File: src/hw/rtl/pidaw_pkg.sv
`timescale 1ns / 1ps

package pidaw_pkg;

   // Default sizes of the data path.
   localparam int DATA_WIDTH_DEF     = 16;
   localparam int GAIN_FRAC_BITS_DEF = 12;

   // Fixed formats of gains and internal state.
   localparam int GAIN_W        = 16;
   localparam int INT_FRAC_BITS = 16;
   localparam int PROP_BITS     = 24;
   localparam int CLAMP_BITS    = 25;
   localparam int INTEG_BITS    = 32;
   localparam int CSR_INDEX_W   = 3;

   // Configuration register indexes.
   typedef enum logic [CSR_INDEX_W-1:0] {
      CSR_PROP_GAIN   = 3'd0,
      CSR_INT_GAIN    = 3'd1,
      CSR_WINDUP_GAIN = 3'd2,
      CSR_DERIV_GAIN  = 3'd3,
      CSR_UPPER_LIMIT = 3'd4,
      CSR_LOWER_LIMIT = 3'd5,
      CSR_NONNEG_INT  = 3'd6
   } csr_index_type;

   // Sequencer states, one-hot.
   typedef enum logic [7:0] {
      ST_IDLE  = 8'b0000_0001,
      ST_MUL_P = 8'b0000_0010,
      ST_PROP  = 8'b0000_0100,
      ST_MUL_I = 8'b0000_1000,
      ST_MUL_D = 8'b0001_0000,
      ST_INTEG = 8'b0010_0000,
      ST_SUM   = 8'b0100_0000,
      ST_OUT   = 8'b1000_0000
   } state_type;

endpackage

File: src/hw/rtl/pid_antiwindup_controller.sv
`timescale 1ns / 1ps

// Positional PID regulator with clamp-error feedback anti-windup.
//
// Channels: req_ carries one sample item (reference and feedback in tdata,
// the clear flag in tuser). rsp_ returns one item per request: the clamped
// output and a flag that tells whether the limits were hit. csr_ writes the
// gains, output limits and the nonnegative-integral flag; it is always ready
// and must only be used while no item is in flight.
//
// Sequencing: a control step reaches the result register through seven
// sequencer steps that pass the four products (kp, kc, ki, kd) through one
// shared 17 x 25 bit multiplier (at the default data width). The next item
// is accepted only once the sequencer is back in idle after the result
// register is loaded. A clear item goes from idle straight to the output
// step. One item is worked on at a time.
//
// Reset clears the controller state, loads the register defaults (zero
// gains, full-scale limits) and empties the result register. When the
// receiver stalls, the finished result waits in the output register; a new
// item is still accepted, and it halts before its last step until the
// waiting result has been taken.
module pid_antiwindup_controller
   import pidaw_pkg::*;
#(
   parameter int DATA_WIDTH     = DATA_WIDTH_DEF,
   parameter int GAIN_FRAC_BITS = GAIN_FRAC_BITS_DEF
) (
   input  logic                               clock,
   input  logic                               reset,
   // Sample items.
   input  logic                               req_tvalid,
   output logic                               req_tready,
   // tdata: reference, feedback (zero padded to bytes)
   input  logic [((2*DATA_WIDTH+7)/8)*8-1:0]  req_tdata,
   // tuser: mode (1 clears the controller state)
   input  logic [0:0]                         req_tuser,
   // Result items.
   output logic                               rsp_tvalid,
   input  logic                               rsp_tready,
   // tdata: control_out, clamped (zero padded to bytes)
   output logic [((DATA_WIDTH+8)/8)*8-1:0]    rsp_tdata,
   // Register writes.
   input  logic                               csr_valid,
   output logic                               csr_ready,
   input  logic [CSR_INDEX_W-1:0]             csr_index,
   input  logic [((DATA_WIDTH > GAIN_W) ? DATA_WIDTH : GAIN_W)-1:0] csr_data
);

   localparam int DW    = DATA_WIDTH;
   localparam int GF    = GAIN_FRAC_BITS;
   localparam int RSP_W = ((DW+8)/8)*8;
   // Multiplier operand B, product, accumulator and sum widths.
   localparam int MB     = (DW + 1 > CLAMP_BITS) ? DW + 1 : CLAMP_BITS;
   localparam int PW     = GAIN_W + 1 + MB;
   localparam int ACC_W  = PW + 2;
   localparam int PRE_A  = PROP_BITS + GAIN_W - GF + 3;
   localparam int PRE_W  = (PRE_A > DW + 1) ? PRE_A : DW + 1;
   localparam int DIF_W  = PRE_W + 1;

   // Saturation bounds, each at the width of the value it bounds.
   localparam logic signed [PW-1:0] PROP_MAX =
      PW'((64'sd1 <<< (PROP_BITS-1)) - 64'sd1);
   localparam logic signed [PW-1:0] PROP_MIN = ~PROP_MAX;
   localparam logic signed [ACC_W-1:0] INTEG_MAX =
      ACC_W'((64'sd1 <<< (INTEG_BITS-1)) - 64'sd1);
   localparam logic signed [ACC_W-1:0] INTEG_MIN = ~INTEG_MAX;
   localparam logic signed [DIF_W-1:0] CLAMP_MAX =
      DIF_W'((64'sd1 <<< (CLAMP_BITS-1)) - 64'sd1);
   localparam logic signed [DIF_W-1:0] CLAMP_MIN = ~CLAMP_MAX;

   // Configuration registers.
   logic [GAIN_W-1:0]        prop_gain_ff;
   logic [GAIN_W-1:0]        int_gain_ff;
   logic [GAIN_W-1:0]        windup_gain_ff;
   logic [GAIN_W-1:0]        deriv_gain_ff;
   logic signed [DW-1:0]     upper_limit_ff;
   logic signed [DW-1:0]     lower_limit_ff;
   logic                     nonneg_ff;

   // Controller state.
   logic signed [INTEG_BITS-1:0] integral_ff, integral_in;
   logic signed [CLAMP_BITS-1:0] clamp_err_ff, clamp_err_in;
   logic signed [PROP_BITS-1:0]  last_prop_ff, last_prop_in;

   // Sequencer and working registers.
   state_type                state_ff, state_in;
   logic                     mode_ff;
   logic signed [DW:0]       err_ff;
   logic signed [PW-1:0]     prod_ff;
   logic signed [PROP_BITS-1:0] up_ff, up_in;
   logic signed [ACC_W-1:0]  acc_ff, acc_in;
   logic signed [PRE_W-1:0]  presat_ff, presat_in;

   // Result register.
   logic                     rsp_valid_ff, rsp_valid_in;
   logic signed [DW-1:0]     rsp_out_ff, rsp_out_in;
   logic                     rsp_clamp_ff, rsp_clamp_in;

   logic                     req_fire;
   logic                     out_free;
   logic signed [DW-1:0]     req_ref;
   logic signed [DW-1:0]     req_fdb;
   logic [GAIN_W-1:0]        mul_a;
   logic signed [MB-1:0]     mul_b;
   logic signed [PW-1:0]     mul_p;
   logic                     mul_en;
   logic signed [PW-1:0]     prop_shift;
   logic signed [ACC_W-1:0]  integ_sat;
   logic signed [PRE_W-1:0]  upper_ext;
   logic signed [PRE_W-1:0]  lower_ext;
   logic signed [DIF_W-1:0]  clamp_diff;
   logic signed [DW-1:0]     res_val;
   logic                     res_clamp;

   assign req_ref    = req_tdata[DW-1:0];
   assign req_fdb    = req_tdata[2*DW-1:DW];
   assign req_tready = (state_ff == ST_IDLE);
   assign req_fire   = req_tvalid && req_tready;
   assign out_free   = !rsp_valid_ff || rsp_tready;
   assign csr_ready  = 1'b1;

   assign rsp_tvalid = rsp_valid_ff;
   assign rsp_tdata  = RSP_W'({rsp_clamp_ff, rsp_out_ff});

   // Configuration writes.
   always_ff @(posedge clock) begin
      if (reset) begin
         prop_gain_ff   <= '0;
         int_gain_ff    <= '0;
         windup_gain_ff <= '0;
         deriv_gain_ff  <= '0;
         upper_limit_ff <= {1'b0, {(DW-1){1'b1}}};
         lower_limit_ff <= {1'b1, {(DW-1){1'b0}}};
         nonneg_ff      <= 1'b0;
      end else if (csr_valid) begin
         unique case (csr_index)
            CSR_PROP_GAIN:   prop_gain_ff   <= csr_data[GAIN_W-1:0];
            CSR_INT_GAIN:    int_gain_ff    <= csr_data[GAIN_W-1:0];
            CSR_WINDUP_GAIN: windup_gain_ff <= csr_data[GAIN_W-1:0];
            CSR_DERIV_GAIN:  deriv_gain_ff  <= csr_data[GAIN_W-1:0];
            CSR_UPPER_LIMIT: upper_limit_ff <= csr_data[DW-1:0];
            CSR_LOWER_LIMIT: lower_limit_ff <= csr_data[DW-1:0];
            CSR_NONNEG_INT:  nonneg_ff      <= csr_data[0];
            default: ;
         endcase
      end
   end

   // Shared multiplier operand selection: one gain times one signed term.
   always_comb begin
      mul_en = 1'b1;
      mul_a  = prop_gain_ff;
      mul_b  = MB'(err_ff);
      unique case (state_ff)
         ST_MUL_P: begin
            mul_a = prop_gain_ff;
            mul_b = MB'(err_ff);
         end
         ST_PROP: begin
            mul_a = windup_gain_ff;
            mul_b = MB'(clamp_err_ff);
         end
         ST_MUL_I: begin
            mul_a = int_gain_ff;
            mul_b = MB'(up_ff);
         end
         ST_MUL_D: begin
            mul_a = deriv_gain_ff;
            mul_b = MB'(up_ff) - MB'(last_prop_ff);
         end
         default: mul_en = 1'b0;
      endcase
   end

   assign mul_p = $signed({1'b0, mul_a}) * mul_b;

   // Proportional term after the gain scaling, then 24-bit saturation.
   assign prop_shift = prod_ff >>> GF;

   always_comb begin
      if (prop_shift > PROP_MAX) begin
         up_in = PROP_BITS'(PROP_MAX);
      end else if (prop_shift < PROP_MIN) begin
         up_in = PROP_BITS'(PROP_MIN);
      end else begin
         up_in = PROP_BITS'(prop_shift);
      end
   end

   // Integral accumulation in two steps over the shared product register.
   always_comb begin
      acc_in = acc_ff;
      if (state_ff == ST_MUL_I) begin
         acc_in = ACC_W'(integral_ff) + ACC_W'(prod_ff);
      end else if (state_ff == ST_MUL_D) begin
         acc_in = acc_ff + ACC_W'(prod_ff);
      end
   end

   // Integral saturation and the optional floor at zero.
   always_comb begin
      priority if (acc_ff > INTEG_MAX) begin
         integ_sat = INTEG_MAX;
      end else if (acc_ff < INTEG_MIN) begin
         integ_sat = INTEG_MIN;
      end else begin
         integ_sat = acc_ff;
      end
      if (nonneg_ff && integ_sat[ACC_W-1]) begin
         integ_sat = '0;
      end
   end

   // Sum of proportional, integer part of integral and derivative terms.
   assign presat_in = PRE_W'(up_ff) + PRE_W'(integral_ff >>> INT_FRAC_BITS)
                      + PRE_W'(prod_ff >>> GF);

   // Output limiting; the upper limit is tested first.
   assign upper_ext = PRE_W'(upper_limit_ff);
   assign lower_ext = PRE_W'(lower_limit_ff);

   always_comb begin
      priority if (presat_ff > upper_ext) begin
         res_val   = upper_limit_ff;
         res_clamp = 1'b1;
      end else if (presat_ff < lower_ext) begin
         res_val   = lower_limit_ff;
         res_clamp = 1'b1;
      end else begin
         res_val   = DW'(presat_ff);
         res_clamp = 1'b0;
      end
   end

   assign clamp_diff = DIF_W'(res_val) - DIF_W'(presat_ff);

   // Sequencer and state updates.
   always_comb begin
      state_in     = state_ff;
      integral_in  = integral_ff;
      clamp_err_in = clamp_err_ff;
      last_prop_in = last_prop_ff;
      rsp_valid_in = rsp_valid_ff && !rsp_tready;
      rsp_out_in   = rsp_out_ff;
      rsp_clamp_in = rsp_clamp_ff;
      unique case (state_ff)
         ST_IDLE: begin
            if (req_fire) begin
               state_in = req_tuser[0] ? ST_OUT : ST_MUL_P;
            end
         end
         ST_MUL_P: state_in = ST_PROP;
         ST_PROP:  state_in = ST_MUL_I;
         ST_MUL_I: state_in = ST_MUL_D;
         ST_MUL_D: state_in = ST_INTEG;
         ST_INTEG: begin
            integral_in = INTEG_BITS'(integ_sat);
            state_in    = ST_SUM;
         end
         ST_SUM:   state_in = ST_OUT;
         ST_OUT: begin
            if (out_free) begin
               rsp_valid_in = 1'b1;
               state_in     = ST_IDLE;
               if (mode_ff) begin
                  integral_in  = '0;
                  clamp_err_in = '0;
                  last_prop_in = '0;
                  rsp_out_in   = '0;
                  rsp_clamp_in = 1'b0;
               end else begin
                  priority if (clamp_diff > CLAMP_MAX) begin
                     clamp_err_in = CLAMP_BITS'(CLAMP_MAX);
                  end else if (clamp_diff < CLAMP_MIN) begin
                     clamp_err_in = CLAMP_BITS'(CLAMP_MIN);
                  end else begin
                     clamp_err_in = CLAMP_BITS'(clamp_diff);
                  end
                  last_prop_in = up_ff;
                  rsp_out_in   = res_val;
                  rsp_clamp_in = res_clamp;
               end
            end
         end
         default: state_in = ST_IDLE;
      endcase
   end

   // Control and state registers.
   always_ff @(posedge clock) begin
      if (reset) begin
         state_ff     <= ST_IDLE;
         rsp_valid_ff <= 1'b0;
         integral_ff  <= '0;
         clamp_err_ff <= '0;
         last_prop_ff <= '0;
      end else begin
         state_ff     <= state_in;
         rsp_valid_ff <= rsp_valid_in;
         integral_ff  <= integral_in;
         clamp_err_ff <= clamp_err_in;
         last_prop_ff <= last_prop_in;
      end
   end

   // Working and result registers.
   always_ff @(posedge clock) begin
      if (req_fire) begin
         mode_ff <= req_tuser[0];
         err_ff  <= (DW+1)'(req_ref) - (DW+1)'(req_fdb);
      end
      if (mul_en) begin
         prod_ff <= mul_p;
      end
      if (state_ff == ST_PROP) begin
         up_ff <= up_in;
      end
      acc_ff <= acc_in;
      if (state_ff == ST_SUM) begin
         presat_ff <= presat_in;
      end
      rsp_out_ff   <= rsp_out_in;
      rsp_clamp_ff <= rsp_clamp_in;
   end

endmodule
File: config.mk
export PLATFORM = sky130hd
export DESIGN_NAME = pid_antiwindup_controller
export DESIGN_NICKNAME = d
export VERILOG_FILES = /design/src/hw/rtl/pidaw_pkg.sv /design/src/hw/rtl/pid_antiwindup_controller.sv
export SDC_FILE = /design/constraint.sdc
export NUM_CORES = 2
export LEC_CHECK = 0
export ABC_AREA = 1
export BUFFER_PORTS_ARGS = -buffer_cell sky130_fd_sc_hd__buf_2
export CAP_MARGIN = 20
export CORE_ASPECT_RATIO = 1.2
export CORE_MARGIN = 5
export CORE_UTILIZATION = 50
export DETAILED_ROUTE_END_ITERATION = 8
export GPL_TIMING_DRIVEN = 0
export PLACE_DENSITY = 0.66
export SKIP_LAST_GASP = 1
export SLEW_MARGIN = 20
export SYNTH_ARGS = -nofsm -noshare
export SYNTH_HDL_FRONTEND = slang
export SYNTH_SLANG_ARGS = --single-unit
File: constraint.sdc
create_clock -name clock -period 10.2 [get_ports clock]
set_clock_uncertainty 0.15 [all_clocks]
set_input_delay 0.51 -clock clock [delete_from_list [all_inputs] [get_ports clock]]
set_output_delay 0.51 -clock clock [all_outputs]
set_load 0.1 [all_outputs]
==> impl_metrics.toml <==
[worst_setup_path]
endpoint_kind = "flop"
r2r-start = "state_ff[6]"
crit_slowest_cell = "nor2_2"
crit_fanout = 45
required_ps = 10380
cp.depth = 33
max_stage_delay_ps = 690
path_common_cell = "fa_1"
reg2reg_slack_ps = 980
cp.buffers_inverters = 8
crit_type = "flop to flop"
crit_end = "prod_ff[40]"
startpoint_type = "flop"
rr_worst_depth = 33
crit_family = "adder cells"
cp-startpoint = "state_ff[6]"
r2r-end = "prod_ff[40]"
cp_data_arrival_time_ps = 9410

[global_route]
grt_start_max_net_pins = 46
grt_pass1_vias = 39110
grt_overflow_total = 0
grt_usage_pct = 32.74
antenna_found_initial = 1
grt_pass1_wl_mm = 230.6

[detailed_routing]
wirelength_mm = 151.7
drt_iter0_drc = 3457
routedWlPerCell_um = 21.69
routed-wl-met2_mm = 71.20
met1_length_mm = 60.83
vias_per_cell = 5.563
post-route-drc-count = 0
postRouteAntennaNets = 0
route.vias.total = 38910
wl_met3_mm = 9.621
highest_layer = "met4"
drt-pass1-iter-count = 6

[synth]
ys_ff_latch = 363
synth_edf_count = 176
ys_types = 63
synth-async-reset-ratio_pct = 0
synth_area_um2 = 42760
synth.avg_cell_area_um2 = 7.501
synth.yosys.seq_area_share_pct = 21.11
synth_flop_cell = "dfxtp_1"
ys_warn_count = 0
netlist_instances = 5701

[placement]
dpl_worst_slack_ps = 1029
dp_hpwl_mm = 126.9
portBuffers = 74
dp.cells = 6915
place_area_um2 = 44650
gp_congestion = 1.018

[final_layout]
fin_cells = 6995
final_area_um2 = 46090
final_layout_size_suffix_gt1_share_pct = 6.344
nNetsFinal = 6664
syn2layout_area_growth_pct = 7.789
post-route-util_pct = 54.29

[clock_tree]
cts_tree = "yes"
clockRootBuffer = "clkbuf_16"
insertion_delay_ps = 600
cts_resized = 0
clk_pin_slew_ps = 60
numCtsBuffers = 42
cts_buffer_depth = 3
htree_num_levels = 2
cts_sinks = 363

[timing]
finalHoldViolCount = 0
slew_violations = 0
rsz0062_at_grt = "no"
worst_pin_slew_ps = 1018
tns_ps = 0
setup_slack_ps = 978.2
hold_ws_ps = 89.73
finalSetupViolations = 0
finalCritPeriodShare_pct = 90.41
fmax_ghz = 0.1084
relSlewSlack_pct = 32.15
finalCriticalPeriod_ps = 9222

[die]
rows = 117
design.core.area_um2 = 84910
dieArea_um2 = 91500
die_y_um = 330.4
start_util_pct = 50.37
die_x_um = 277.0
io_pins = 84

[pwr]
leakagePower_nw = 21.91
irDropWorstVdd_mv = 0.1065
power_density_nw_per_um2 = 100.2
power_mw = 4.617

[run]
max_cap_violations = 0

[hold_path]
min_path_type = "input port to flop"

[outcome]
run_status = "finished, final reports clean"
-- power by group --
group,switching [mW],internal (mW),total (mW)
clock network,0.689,0.916,1.60
registers,0.0285,1.59,1.62
logic,0.936,0.459,1.39
total,1.65,2.96,4.62
-- how the worst min path moves through the flow --
stage | startpoint | endpoint | slack, ps | cells past startpoint
2_1_floorplan | deriv_gain_ff[5] | deriv_gain_ff[5] | 270 | 2
3_3_place_gp | deriv_gain_ff[11] | deriv_gain_ff[11] | 280 | 2
3_5_place_dp | deriv_gain_ff[7] | deriv_gain_ff[7] | 290 | 2
4_1_cts | csr_valid | nonneg_ff | 60 | 3
5_1_grt | req_tvalid | state_ff[1] | 90 | 3
6_report | csr_valid | nonneg_ff | 90 | 3
-- worst min-delay path, delay by kind of cell --
family	cells	cell delay (ps)
and+or+nand+nor	1	100
AOI/OAI and AO/OA	1	60
buffers and inverters	1	120
-- final cells by class --
type / instances / area, µm²
tap: 1130 / 1414
clock buffer: 50 / 1144
inverter: 1033 / 3882
antenna: 1 / 2.502
clock inverter: 28 / 289.0
buffer: 164 / 822.0
sequential: 363 / 9030
timing repair buffer: 79 / 450.4
fill: 8466 / 38810
multi-input combinational: 4147 / 29060
-- cells in the mapped netlist (5+ instances only) --
cell type | instances | area (µm²)
a211oi_1 | 22 | 165.2
a21boi_0 | 15 | 112.6
a21o_1 | 22 | 165.2
a21oi_1 | 472 | 2362
a21oi_2 | 6 | 52.55
a221oi_1 | 8 | 70.07
a221oi_2 | 9 | 135.1
a31oi_1 | 52 | 325.3
and3_1 | 7 | 43.79
buf_2 | 72 | 360.4
buf_4 | 21 | 157.7
buf_6 | 5 | 56.30
clkbuf_1 | 64 | 240.2
dfxtp_1 | 187 | 3744
edfxtp_1 | 176 | 5285
fa_1 | 427 | 8548
ha_1 | 350 | 4379
inv_1 | 1010 | 3791
inv_2 | 19 | 71.32
nand2_1 | 1153 | 4328
nand2_2 | 17 | 106.4
nand3_1 | 283 | 1416
nand4_1 | 43 | 269.0
nor2_1 | 580 | 2177
nor2_2 | 26 | 162.7
nor2_4 | 7 | 78.83
nor3_1 | 39 | 195.2
nor4_1 | 22 | 137.6
o2111ai_1 | 6 | 52.55
o211ai_1 | 22 | 165.2
o21a_1 | 13 | 97.59
o21ai_0 | 290 | 1451
o21ai_1 | 25 | 125.1
o21ai_2 | 11 | 96.34
o21bai_1 | 19 | 142.6
or2_1 | 7 | 43.79
or2_2 | 10 | 62.56
xnor2_1 | 47 | 411.6
xor2_1 | 93 | 814.5
-- placed cells by master, fill, tap and decap left out, types with 9 or more instances in the layout --
| master | netlist | layout |
|---|---|---|
| a211oi_1 | 22 | 22 |
| a21boi_0 | 15 | 15 |
| a21o_1 | 22 | 22 |
| a21oi_1 | 472 | 472 |
| a221oi_2 | 9 | 9 |
| a31oi_1 | 52 | 52 |
| buf_2 | 72 | 146 |
| buf_4 | 21 | 21 |
| clkbuf_1 | 64 | 68 |
| clkbuf_16 | 0 | 44 |
| dfxtp_1 | 187 | 186 |
| edfxtp_1 | 176 | 176 |
| fa_1 | 427 | 427 |
| ha_1 | 350 | 350 |
| inv_1 | 1010 | 1009 |
| inv_2 | 19 | 20 |
| nand2_1 | 1153 | 1152 |
| nand2_2 | 17 | 18 |
| nand3_1 | 283 | 283 |
| nand4_1 | 43 | 43 |
| nor2_1 | 580 | 578 |
| nor2_2 | 26 | 28 |
| nor3_1 | 39 | 39 |
| nor4_1 | 22 | 22 |
| o211ai_1 | 22 | 22 |
| o21a_1 | 13 | 13 |
| o21ai_0 | 290 | 290 |
| o21ai_1 | 25 | 25 |
| o21ai_2 | 11 | 11 |
| o21bai_1 | 19 | 19 |
| or2_2 | 10 | 10 |
| xnor2_1 | 47 | 47 |
| xor2_1 | 93 | 93 |
-- layer usage --
metal | vias up | track usage (%)
met3 | 402 | 4.187
li1 | 18530 | -
met1 | 18580 | 40.75
met4 | 0 | 17.71
met2 | 1405 | 55.87
met5 | - | 0
-- flip-flops by register name, indices dropped and copies added (netlist names) --
register and cells:
mode_ff 1, int_gain_ff 16, acc_ff 44, last_prop_ff 24, deriv_gain_ff 16, integral_ff 32, clamp_err_ff 25, windup_gain_ff 16
state_ff 8, rsp_out_ff 16, rsp_clamp_ff 1, prod_ff 42, presat_ff 31, up_ff 24, lower_limit_ff 16, upper_limit_ff 16
err_ff 17, nonneg_ff 1, prop_gain_ff 16, rsp_tvalid 1
-- cell families (layout without fill, tap and decap cells) --
| family | after synthesis | count (layout) | share of synthesized area [%] |
|---|---|---|---|
| flip-flops | 363 | 363 | 21.11 |
| XOR/XNOR | 140 | 140 | 2.867 |
| AO/OA/AOI/OAI | 1009 | 1009 | 13.22 |
| AND/OR/NAND/NOR | 2212 | 2212 | 21.53 |
| adder cells (fa/ha/maj) | 777 | 777 | 30.23 |
| multiplexers | 1 | 1 | 0.02341 |
| buffers and inverters | 1197 | 1354 | 11.00 |
| other | 2 | 9 | 0.01756 |
-- timing repair --
action | 4_1_cts | 5_1_grt
endpoints found under the hold margin | 2 | 0
hold buffers | 1 | 0
setup buffers | 0 | 0
Note: power is estimated with default switching activity, not from simulation.
